`src/design/tts_pkg.sv`:
```
// Shared types, codes and defaults for the tick task scheduler.
`default_nettype none

package tts_pkg;

	// default number of task slots
	localparam int TASK_SLOTS_DEF = 16;

	localparam int HANDLE_W = 31;
	localparam int TICK_W   = 64;
	localparam int PERIOD_W = 32;

	// command codes
	localparam logic [2:0] CMD_TICK     = 3'd0;
	localparam logic [2:0] CMD_NEXT     = 3'd1;
	localparam logic [2:0] CMD_TIMEOUT  = 3'd2;
	localparam logic [2:0] CMD_INTERVAL = 3'd3;
	localparam logic [2:0] CMD_CLEAR    = 3'd4;

	// result kinds
	localparam logic [1:0] KIND_ASSIGNED = 2'd0;
	localparam logic [1:0] KIND_FIRED    = 2'd1;
	localparam logic [1:0] KIND_FULL     = 2'd2;
	localparam logic [1:0] KIND_DONE     = 2'd3;

	// one timer entry as held by a cell
	typedef struct packed {
		logic                used;
		logic [HANDLE_W-1:0] handle;
		logic [TICK_W-1:0]   due;
		logic [PERIOD_W-1:0] period;
	} entry_t;

	// what the row of cells does this cycle
	typedef enum logic [1:0] {
		OP_HOLD,
		OP_LOAD,
		OP_ROTATE,
		OP_COMPACT
	} cell_op_t;

	typedef struct packed {
		cell_op_t op;
		entry_t   new_entry;
	} cell_ctrl_t;

	// sequencer states
	typedef enum logic [1:0] {
		ST_IDLE,
		ST_ROTATE,
		ST_COMPACT
	} state_t;

endpackage

`default_nettype wire

```
`src/design/tts_cell.sv`:
```
// One slot of the timer table: holds an entry, loads a new one when selected and takes its neighbor's on a shift.
`default_nettype none

module tts_cell (
	input  wire logic               clk,
	input  wire logic               arst_n,
	input  wire tts_pkg::cell_ctrl_t ctrl,
	input  wire logic               load_sel,
	input  wire tts_pkg::entry_t    nbr_in,
	input  wire logic               hole_in,
	output logic                    hole_out,
	output tts_pkg::entry_t         entry
);
	import tts_pkg::*;

	logic                used_q;
	logic [HANDLE_W-1:0] handle_q;
	logic [TICK_W-1:0]   due_q;
	logic [PERIOD_W-1:0] period_q;
	logic                take_nbr;
	logic                take_new;

	// a free slot here or below pulls the upper part of the row down
	assign hole_out = hole_in | ~used_q;

	always_comb begin
		take_nbr = 1'b0;
		take_new = 1'b0;
		case (ctrl.op)
			OP_LOAD:    take_new = load_sel;
			OP_ROTATE:  take_nbr = 1'b1;
			OP_COMPACT: take_nbr = hole_out;
			default:    ;
		endcase
	end

	// used flag
	always_ff @(posedge clk or negedge arst_n) begin
		if (!arst_n) begin
			used_q <= 1'b0;
		end else if (take_new) begin
			used_q <= 1'b1;
		end else if (take_nbr) begin
			used_q <= nbr_in.used;
		end
	end

	// payload
	always_ff @(posedge clk) begin
		if (take_new) begin
			handle_q <= ctrl.new_entry.handle;
			due_q    <= ctrl.new_entry.due;
			period_q <= ctrl.new_entry.period;
		end else if (take_nbr) begin
			handle_q <= nbr_in.handle;
			due_q    <= nbr_in.due;
			period_q <= nbr_in.period;
		end
	end

	assign entry = '{used: used_q, handle: handle_q, due: due_q, period: period_q};

endmodule

`default_nettype wire

```
`src/design/tick_task_scheduler_core.sv`:
```
// Top level of the tick task scheduler: sequencer, counters and the row of slot cells.
//
//  channel   | signals                                      | direction
//  ----------+----------------------------------------------+----------
//  request   | start, command, tick_value, delay,           | in
//            | target_handle; busy                          | in; busy out
//  result    | strobe, kind, handle, last                   | out
//
// Schedule and unknown commands are handled in idle; the registered result appears the cycle after.
// Tick and clear rotate the row once (head slot inspected each cycle, fired tasks
// reported one per cycle), then compact it, with busy high throughout.
// Reset empties the table, zeroes the last tick and sets the next handle to one.
// Results are shown for one cycle each; the receiver cannot stall.
`default_nettype none

module tick_task_scheduler_core #(
	parameter int TASK_SLOTS = tts_pkg::TASK_SLOTS_DEF
) (
	input  wire logic        clk,
	input  wire logic        arst_n,
	input  wire logic        start,
	output logic             busy,
	input  wire logic [2:0]  command,
	input  wire logic [63:0] tick_value,
	input  wire logic [31:0] delay,
	input  wire logic [30:0] target_handle,
	output logic             strobe,
	output logic [1:0]       kind,
	output logic [30:0]      handle,
	output logic             last
);
	import tts_pkg::*;

	localparam int CNT_W = $clog2(TASK_SLOTS + 1);

	state_t              state_q, state_d;
	logic [CNT_W-1:0]    cnt_q;
	logic [CNT_W-1:0]    fill_q;
	logic [TICK_W-1:0]   last_tick_q;
	logic [TICK_W-1:0]   tick_q;
	logic [HANDLE_W-1:0] target_q;
	logic                mode_tick_q;
	logic [HANDLE_W-1:0] hcount_q;

	logic                accept;
	logic                cnt_end;
	logic                full;
	logic [PERIOD_W-1:0] d_eff;
	cell_ctrl_t          ctrl;
	entry_t              head;
	entry_t              tail_in;
	logic                fire;
	logic                drop;

	logic                strobe_d;
	logic [1:0]          kind_d;
	logic [HANDLE_W-1:0] handle_d;
	logic                last_d;

	entry_t              cells[TASK_SLOTS];
	logic [TASK_SLOTS:0] hole;
	logic [TASK_SLOTS-1:0] load_sel;

	assign busy    = (state_q != ST_IDLE);
	assign accept  = start & ~busy;
	assign cnt_end = (cnt_q == CNT_W'(TASK_SLOTS - 1));
	assign full    = (fill_q == CNT_W'(TASK_SLOTS));
	assign d_eff   = (command == CMD_NEXT || delay == '0) ? PERIOD_W'(1) : delay;

	// head slot inspection during rotation
	assign head = cells[0];
	assign fire = mode_tick_q & head.used & (head.due <= tick_q);
	assign drop = head.used & (mode_tick_q ? (fire & (head.period == '0))
	                                       : (head.handle == target_q));

	always_comb begin
		tail_in = head;
		if (state_q == ST_ROTATE) begin
			if (drop) begin
				tail_in.used = 1'b0;
			end else if (fire) begin
				tail_in.due = tick_q + TICK_W'(head.period);
			end
		end else begin
			tail_in.used = 1'b0;
		end
	end

	// next state
	always_comb begin
		state_d = state_q;
		unique case (state_q)
			ST_IDLE: begin
				if (accept && (command == CMD_TICK || command == CMD_CLEAR)) begin
					state_d = ST_ROTATE;
				end
			end
			ST_ROTATE: begin
				if (cnt_end) begin
					state_d = ST_COMPACT;
				end
			end
			ST_COMPACT: begin
				if (cnt_end) begin
					state_d = ST_IDLE;
				end
			end
			default: state_d = ST_IDLE;
		endcase
	end

	// cell control and result generation
	always_comb begin
		ctrl.op               = OP_HOLD;
		ctrl.new_entry.used   = 1'b1;
		ctrl.new_entry.handle = hcount_q;
		ctrl.new_entry.due    = last_tick_q + TICK_W'(d_eff);
		ctrl.new_entry.period = (command == CMD_INTERVAL) ? d_eff : '0;
		strobe_d = 1'b0;
		kind_d   = KIND_DONE;
		handle_d = '0;
		last_d   = 1'b0;
		unique case (state_q)
			ST_IDLE: begin
				if (accept) begin
					unique case (command) inside
						CMD_TICK, CMD_CLEAR: ;
						CMD_NEXT, CMD_TIMEOUT, CMD_INTERVAL: begin
							strobe_d = 1'b1;
							last_d   = 1'b1;
							if (full) begin
								kind_d = KIND_FULL;
							end else begin
								ctrl.op  = OP_LOAD;
								kind_d   = KIND_ASSIGNED;
								handle_d = hcount_q;
							end
						end
						default: begin
							strobe_d = 1'b1;
							last_d   = 1'b1;
						end
					endcase
				end
			end
			ST_ROTATE: begin
				ctrl.op = OP_ROTATE;
				if (fire) begin
					strobe_d = 1'b1;
					kind_d   = KIND_FIRED;
					handle_d = head.handle;
				end
			end
			ST_COMPACT: begin
				ctrl.op = OP_COMPACT;
				if (cnt_end) begin
					strobe_d = 1'b1;
					last_d   = 1'b1;
				end
			end
			default: ;
		endcase
	end

	// control registers
	always_ff @(posedge clk or negedge arst_n) begin
		if (!arst_n) begin
			state_q     <= ST_IDLE;
			cnt_q       <= '0;
			fill_q      <= '0;
			last_tick_q <= '0;
			hcount_q    <= HANDLE_W'(1);
			strobe      <= 1'b0;
		end else begin
			state_q <= state_d;
			strobe  <= strobe_d;
			if (state_q == ST_IDLE || cnt_end) begin
				cnt_q <= '0;
			end else begin
				cnt_q <= cnt_q + CNT_W'(1);
			end
			if (ctrl.op == OP_LOAD) begin
				fill_q   <= fill_q + CNT_W'(1);
				hcount_q <= hcount_q + HANDLE_W'(1);
			end else if (state_q == ST_ROTATE && drop) begin
				fill_q <= fill_q - CNT_W'(1);
			end
			if (accept && command == CMD_TICK) begin
				last_tick_q <= tick_value;
			end
		end
	end

	// request operands held through a tick or clear
	always_ff @(posedge clk) begin
		if (accept) begin
			tick_q      <= tick_value;
			target_q    <= target_handle;
			mode_tick_q <= (command == CMD_TICK);
		end
	end

	// result payload
	always_ff @(posedge clk) begin
		kind   <= kind_d;
		handle <= handle_d;
		last   <= last_d;
	end

	// row of slot cells, cell 0 at the head
	assign hole[0] = 1'b0;

	for (genvar i = 0; i < TASK_SLOTS; i++) begin : g_cell
		entry_t nbr;

		if (i == TASK_SLOTS - 1) begin : g_tail
			assign nbr = tail_in;
		end else begin : g_mid
			assign nbr = cells[i+1];
		end

		assign load_sel[i] = (fill_q == CNT_W'(i));

		tts_cell u_cell (
			.clk      (clk),
			.arst_n   (arst_n),
			.ctrl     (ctrl),
			.load_sel (load_sel[i]),
			.nbr_in   (nbr),
			.hole_in  (hole[i]),
			.hole_out (hole[i+1]),
			.entry    (cells[i])
		);
	end

`ifndef SYNTHESIS
	a_fill_bound: assert property (@(posedge clk) disable iff (!arst_n)
		fill_q <= CNT_W'(TASK_SLOTS))
		else $error("fill count exceeds table size");

	a_last_idle: assert property (@(posedge clk) disable iff (!arst_n)
		strobe && last |-> !busy)
		else $error("final result while still busy");

	a_fired_busy: assert property (@(posedge clk) disable iff (!arst_n)
		strobe && !last |-> busy && kind == KIND_FIRED)
		else $error("non-final result outside a tick");

	a_load_space: assert property (@(posedge clk) disable iff (!arst_n)
		ctrl.op == OP_LOAD |-> !full)
		else $error("load into a full table");
`endif

endmodule

`default_nettype wire
```
`config.mk`:
```
export PLATFORM = sky130hd
export DESIGN_NAME = tick_task_scheduler_core
export DESIGN_NICKNAME = d
export VERILOG_FILES = /design/src/design/tts_pkg.sv /design/src/design/tts_cell.sv /design/src/design/tick_task_scheduler_core.sv
export SDC_FILE = /design/constraint.sdc
export NUM_CORES = 2
export LEC_CHECK = 0
export BUFFER_PORTS_ARGS = -buffer_cell sky130_fd_sc_hd__buf_4
export CAP_MARGIN = 20
export CORE_ASPECT_RATIO = 1.1
export CORE_MARGIN = 2
export CORE_UTILIZATION = 30
export DETAILED_ROUTE_END_ITERATION = 8
export GPL_ROUTABILITY_DRIVEN = 0
export GPL_TIMING_DRIVEN = 0
export PLACE_DENSITY = 0.49
export SYNTH_ARGS = -nofsm -noshare
export SYNTH_HDL_FRONTEND = slang
export SYNTH_SLANG_ARGS = --single-unit
```
`constraint.sdc`:
```
create_clock -name clk -period 16.88 [get_ports clk]
set_input_delay 1.688 -clock clk [delete_from_list [all_inputs] [get_ports clk]]
set_output_delay 1.688 -clock clk [all_outputs]
set_load 0.01 [all_outputs]
```
Yosys cells after proc, flatten, opt, wreduce, memory -nomap -nowiden

Cells that the tools add are included.

Register bits after elaboration: 2286

Bitwise gates (word level): 37
Equal/unequal tests: 30
Add/sub/neg operators: 6
Muxes and demuxes: 195
Order comparisons: 1
Reduce and logical (&&, ||, !) cells: 32

Operators with widths:

| kind                                                                  | count |
|---|---|
| 64-bit 2-to-1 mux                                                     | 35 |
| 31-bit 2-to-1 mux                                                     | 36 |
| 32-bit 2-to-1 mux                                                     | 34 |
| 64-bit by 32-bit adder with 64-bit output                             | 2 |
| 64-bit <= comparator                                                  | 1 |
| 32-bit logical NOT                                                    | 2 |
| 31-bit case mux with 2 select lines                                   | 1 |
| 1-bit 2-to-1 mux                                                      | 58 |
| 5-bit by 4-bit equality test with 1-bit output, second input constant | 9 |
| 2-bit nonzero test                                                    | 18 |
| 1-bit case mux with 2 select lines                                    | 17 |
| 31-bit by 1-bit adder with 31-bit output, second input constant       | 1 |
| 31-bit equality test                                                  | 1 |
| 5-bit by 3-bit equality test with 1-bit output, second input constant | 4 |
| 1-bit inverter                                                        | 17 |
| 5-bit 2-to-1 mux                                                      | 3 |
| 1-bit OR                                                              | 15 |
| 2-bit 2-to-1 mux                                                      | 7 |
| 2-bit case mux with 3 select lines                                    | 2 |
| 5-bit by 1-bit adder with 5-bit output, second input constant         | 2 |
| 5-bit by 2-bit equality test with 1-bit output, second input constant | 2 |
| 2-bit equality test, second input constant                            | 3 |
| 3-bit by 2-bit equality test with 1-bit output, second input constant | 2 |
| 2-bit inequality test, second input constant                          | 3 |
| other kinds (17)                                                      | 26 |

Logic depth before layout (Yosys ltp)

Word-level depth: 19
Mapped depth: 23
Depth with buffers taken out: 18

By module

Synthesis repeated with hierarchy kept, for this count alone.

Cells, all modules: 6222
Area, all modules: 110181.9 um^2

By module, submodules not included:

| module                   | cells each | area each (um^2) | sequential area each (um^2) | instances |
|---|---|---|---|---|
| tts_cell                 | 279        | 5854.4           | 3838.7                      | 16 |
| tick_task_scheduler_core | 1758       | 16512.1          | 6267.3                      | 1 |

Least setup slack after synthesis

No wires, ideal clock.

Path type: reg-to-reg
Start: register state_q[1]
End: register g_cell[12].u_cell.due_q[0] (enable)
Period minus slack after synthesis: 10943 ps
Cell stages (with the launch flop): 6
Data required time: 16091 ps
Buffers on the path: 1
Arrival time: 10155 ps
Slack: 5937 ps
Cell sequence: dfrtp_1 > inv_1 > ha_1 > clkbuf_1 > o21ai_0 > o21ai_0

Longest elaborated chain between the ends: 8
Elaborated cells between the ends (all ways): 14
Those cells by class: eq/ne (5); mux (4); bitwise (2); reduce/logical (3)

Ends and longest elaborated chain:

| element                                                                               | line                            | text |
|---|---|---|
| from (decl)                                                                           | tick_task_scheduler_core.sv:36  | `state_t state_q, state_d;` |
| from (signal assigned)                                                                | tick_task_scheduler_core.sv:175 | `state_q <= state_d;` |
| 2-bit nonzero test                                                                    | tick_task_scheduler_core.sv:64  | `assign busy = (state_q != ST_IDLE);` |
| 1-bit inverter                                                                        | tick_task_scheduler_core.sv:65  | `assign accept = start & ~busy;` |
| 1-bit AND                                                                             | tick_task_scheduler_core.sv:65  |  |
| 1-bit 2-to-1 mux                                                                      | tick_task_scheduler_core.sv:125 | `if (accept) begin` |
| 2-bit case mux with 3 select lines (*)                                                | tick_task_scheduler_core.sv:123 | `unique case (state_q)` |
| 2-bit equality test or 2-bit by 1-bit equality test with 1-bit output (tied branches) | tts_cell.sv:29                  | `case (ctrl.op)` |
| 1-bit case mux with 2 select lines or 1-bit 2-to-1 mux (tied branches)                | tts_cell.sv:29                  |  |
| 2-bit nonzero test (no line) (*)                                                      | n/a                             |  |
| to (signal assigned)                                                                  | tts_cell.sv:52                  | `due_q <= ctrl.new_entry.due;` |
| to (signal assigned)                                                                  | tts_cell.sv:56                  | `due_q <= nbr_in.due;` |
| to (decl)                                                                             | tts_cell.sv:18                  | `logic [TICK_W-1:0] due_q;` |

Mark *: on every way between the ends. The rest lies on a longest branch, timed or not.
A chain may end at the register's enable or synchronous reset.

Final worst setup path

Start: input command[0]
End: register g_cell[0].u_cell.due_q[63] (data pin)

Longest elaborated chain between the ends: 8
Elaborated cells between the ends (all ways): 13
Those cells by class: add/sub (1); eq/ne (4); mux (6); reduce/logical (2)

Ends and longest elaborated chain:

| element                                                                                           | line                           | text |
|---|---|---|
| from (decl)                                                                                       | tick_task_scheduler_core.sv:23 | `input wire logic [2:0] command,` |
| parallel branches: the longest is 7 deep, another holds 64-bit by 32-bit adder with 64-bit output | n/a                            |  |
| 64-bit 2-to-1 mux (*)                                                                             | tts_cell.sv:50                 | `if (take_new) begin` |
| to (signal assigned)                                                                              | tts_cell.sv:52                 |  |
| to (signal assigned)                                                                              | tts_cell.sv:56                 |  |
| to (decl)                                                                                         | tts_cell.sv:18                 |  |

Mark *: on every way between the ends.

==> flow_metrics.py <==
metrics = {
    "run_status": {
        "status": "complete, no violations",
    },
    "die": {
        "die-area_um2": 336000,
        "die_w_um": 553,
        "num_rows": 221,
        "start_util": 0.302,
        "num_io_pins": 169,
        "die_h_um": 608,
        "coreArea_um2": 330000,
    },
    "placed_design": {
        "dpl.hpwl_mm": 248,
        "io_buffers": 164,
        "dp.cells": 12600,
    },
    "sta": {
        "rsz0062_at_grt": "no",
        "finalSetupViolCount": 0,
        "tightest_slew_ns": 1.22,
        "period_needed_ns": 8.34,
        "hold_viol": 0,
        "max_freq_ghz": 0.120,
        "relSlewSlack": 0.182,
        "fin_skew_ns": 0.0811,
        "maxSlewViolCount": 0,
        "fin_crit_sh": 0.494,
    },
    "min_path": {
        "whs_path_depth": 1,
        "hold_path.startpoint": "cnt_q[0]",
        "min_to": "cnt_q[0]",
        "hold_class": "flop to flop",
    },
    "yosys": {
        "synth_cells": 7956,
        "synthMuxAreaShare": 0.0648,
        "synth_xor_area_frac": 0.0173,
        "synthAdderAreaFrac": 0.0176,
        "synth_top_area_frac": 0.642,
        "syn-cell-area_um2": 99500,
        "synth-simple-area-share": 0.0886,
        "synth_most_common_cell": "edfxtp_1",
        "synth_ff_type": "edfxtp_1",
        "synth_seq_cells": 2286,
        "synth_top_cell_by_area": "edfxtp_1",
        "synth_compound_area_frac": 0.104,
        "yosysWarnings": 0,
        "async_reset_ff_frac": 0.0542,
        "synth.distinct_cells": 89,
        "avgSynthCellArea_um2": 12.5,
        "ys_seq_area_frac": 0.681,
        "synth_common_cells": "2128 x edfxtp_1, 1725 x nand2_1, 1364 x o21ai_0",
        "synth_top_family_by_area": "compound AO/OA/AOI/OAI gates",
        "synthesis.nets": 8225,
        "synth_area_leaders": "edfxtp_1 64%, o21ai_0 6.9%, nand2_1 6.5%",
        "synth_edf_count": 2128,
    },
    "setup_path": {
        "r2r_slack_ns": 9.27,
        "worstReg2RegEnd": "g_cell[15].u_cell.due_q[12]",
        "critPathCaptureType": "flop",
        "worstPathRequired_ns": 17.43,
        "reg2reg_depth": 12,
        "path_class": "input port to flop",
        "r2r-start": "g_cell[0].u_cell.due_q[61]",
        "startpoint_type": "input port",
        "cp.arrival_ns": 8.89,
        "crit_fanout": 10,
    },
    "power": {
        "sw_frac_of_total": 0.308,
        "p_sw_mw": 5.05,
        "p_per_area_nw_per_um2": 141,
        "seqPwrFrac": 0.472,
        "cellInternalPower_mw": 11.3,
        "report.power.total_mw": 16.4,
        "combinationalPowerShare": 0.202,
        "leakage_nw": 42.3,
        "clock_power_share": 0.327,
        "ir_worst_vdd_mv": 0.108,
    },
    "cts": {
        "cts.sinks": 2286,
        "cts_resized": 0,
        "post_cts.repair.setup_buffers": 0,
        "worstSkewPairLatency_ns": 0.94,
        "htree_num_levels": 4,
        "cts_buffer_depth": 4,
        "cts_root_buf": "clkbuf_16",
        "cts_tree": "yes",
        "cts_hold_buf": 0,
        "clk_pin_slew_ns": 0.06,
        "cts_inserted_buffers": 243,
    },
    "global_routing": {
        "grt_pass1_vias": 67600,
        "grt_remaining_overflow": 0,
        "grt_max_degree": 74,
        "antenna_found_initial": 47,
        "grt_pass1_wl_mm": 483,
        "grt_util_all_layers": 0.195,
    },
    "route": {
        "first_iter_violations": 7546,
        "vias_per_cell": 5.19,
        "ant_nets": 0,
        "first_pass_iters": 6,
        "met1Wirelength_mm": 151,
        "wl_met3_mm": 23.2,
        "wl_met2_mm": 150,
        "wl_per_cell_um": 25.8,
        "routed_wirelength_mm": 336,
        "route.top_layer_used": "met5",
        "drcViolationCount": 0,
        "vias": 67600,
    },
    "final_layout": {
        "final_nets": 8725,
        "syn2layout_area_growth_pct": 16.8,
        "fin_cells": 13000,
        "layout-drive-gt1-share": 0.147,
    },
    "job": {
        "cap_violations": 0,
    },
}
## stage by stage
step / area [um^2] / hold WS (ns) / worst slack (ns) / setup TNS (ns) / util
floorplan: 99500 / 0.431 / 5.94 / 0 / -
global route: 116000 / 0.503 / 8.26 / 0 / 0.352
finish: 116000 / 0.463 / 8.54 / 0 / 0.352
global placement: 106000 / 0.443 / -3.26 / -1755.65 / 0.322
CTS: 116000 / 0.461 / 8.76 / 0 / 0.352
detailed placement: 108000 / 0.451 / 7.85 / 0 / 0.329
## sequential cells by signal, indices dropped and copies added (netlist names), 5 cells and up
signal                  count
fill_q                      5
handle                     31
hcount_q                   31
target_q                   31
g_cell.u_cell.due_q      1024
g_cell.u_cell.handle_q    496
tick_q                     64
g_cell.u_cell.used_q       16
cnt_q                       5
g_cell.u_cell.period_q    512
last_tick_q                64
## critical path, stage by stage
cell and delay (ns):
buf_4 0.12, or3b_1 0.58, buf_2 0.31, o21a_1 0.20, buf_2 0.25, clkbuf_1 0.44
clkbuf_1 0.43, and2_1 0.20, ha_1 0.22, a21oi_1 0.09, o21ai_1 0.26, o2111a_1 0.32
o21ai_1 0.10, a31oi_1 0.39, nand3_1 0.25, a2111oi_2 0.60, o21ai_2 0.25, nor4_1 0.68
xnor2_2 0.40, clkbuf_1 0.68, o21ai_1 0.37
## metal layers
layer	global-route usage	up-vias
met4	0.0580	22
met3	0.0340	475
met1	0.275	34700
met2	0.304	2376
li1	-	30000
met5	0	-
## cells by family (layout without fill, tap and decap cells)
logic type,count (synthesis),count (layout)
DFF,2286,2286
and+or+nand+nor,2149,2149
AOI/OAI and AO/OA,1901,1901
buffers and inverters,714,1413
muxes,573,573
xor gates and xnor gates,194,194
adders and majority gates,139,139
other,0,13
## worst max-delay path by stage
stage	endpoint	startpoint	slack, ns
final	g_cell[0].u_cell.due_q[63]	command[0]	8.54
after CTS	g_cell[0].u_cell.due_q[63]	delay[19]	8.76
after floorplan	g_cell[12].u_cell.due_q[0]	state_q[1]	5.94
after global routing	g_cell[0].u_cell.due_q[63]	command[0]	8.26
after detailed placement	g_cell[0].u_cell.due_q[63]	delay[19]	7.85
after global placement	g_cell[9].u_cell.due_q[56]	state_q[1]	-3.26
## power by group through the flow
stage / clock, mW / combinational, mW / sequential, mW
after floorplan: 0 / 1.84 / 7.93
final: 5.35 / 3.31 / 7.73
after global routing: 5.65 / 3.59 / 7.80
after detailed placement: 0 / 3.29 / 7.83
after global placement: 0 / 3.03 / 8.30
after CTS: 5.43 / 3.31 / 7.72
## cells in the final DEF, fill, tap and decap left out, types with 50 or more instances in the layout
master and count:
edfxtp_1 2128, nand2_1 1715, o21ai_0 1356, mux2_2 565, clkbuf_1 556, clkbuf_16 246
buf_4 170, o21ai_1 168, ha_1 134, dfrtp_1 123, xnor2_1 114, nor2_1 108
a21oi_1 108, inv_1 95, xor2_1 76, nand3_1 63, clkinv_1 56, a21o_1 53
nand4_1 50
## layout make-up
class                      count  area, um^2
antenna                       13        32.5
inverter                      97         369
timing repair buffer         255        3310
clock inverter               135        1230
sequential                  2286       67700
buffer                       617        2400
multi-input combinational   4956       29200
fill                       32300      213000
tap                         4348        5440
clock buffer                 309        6500
Note: power is estimated with default switching activity, not from simulation.
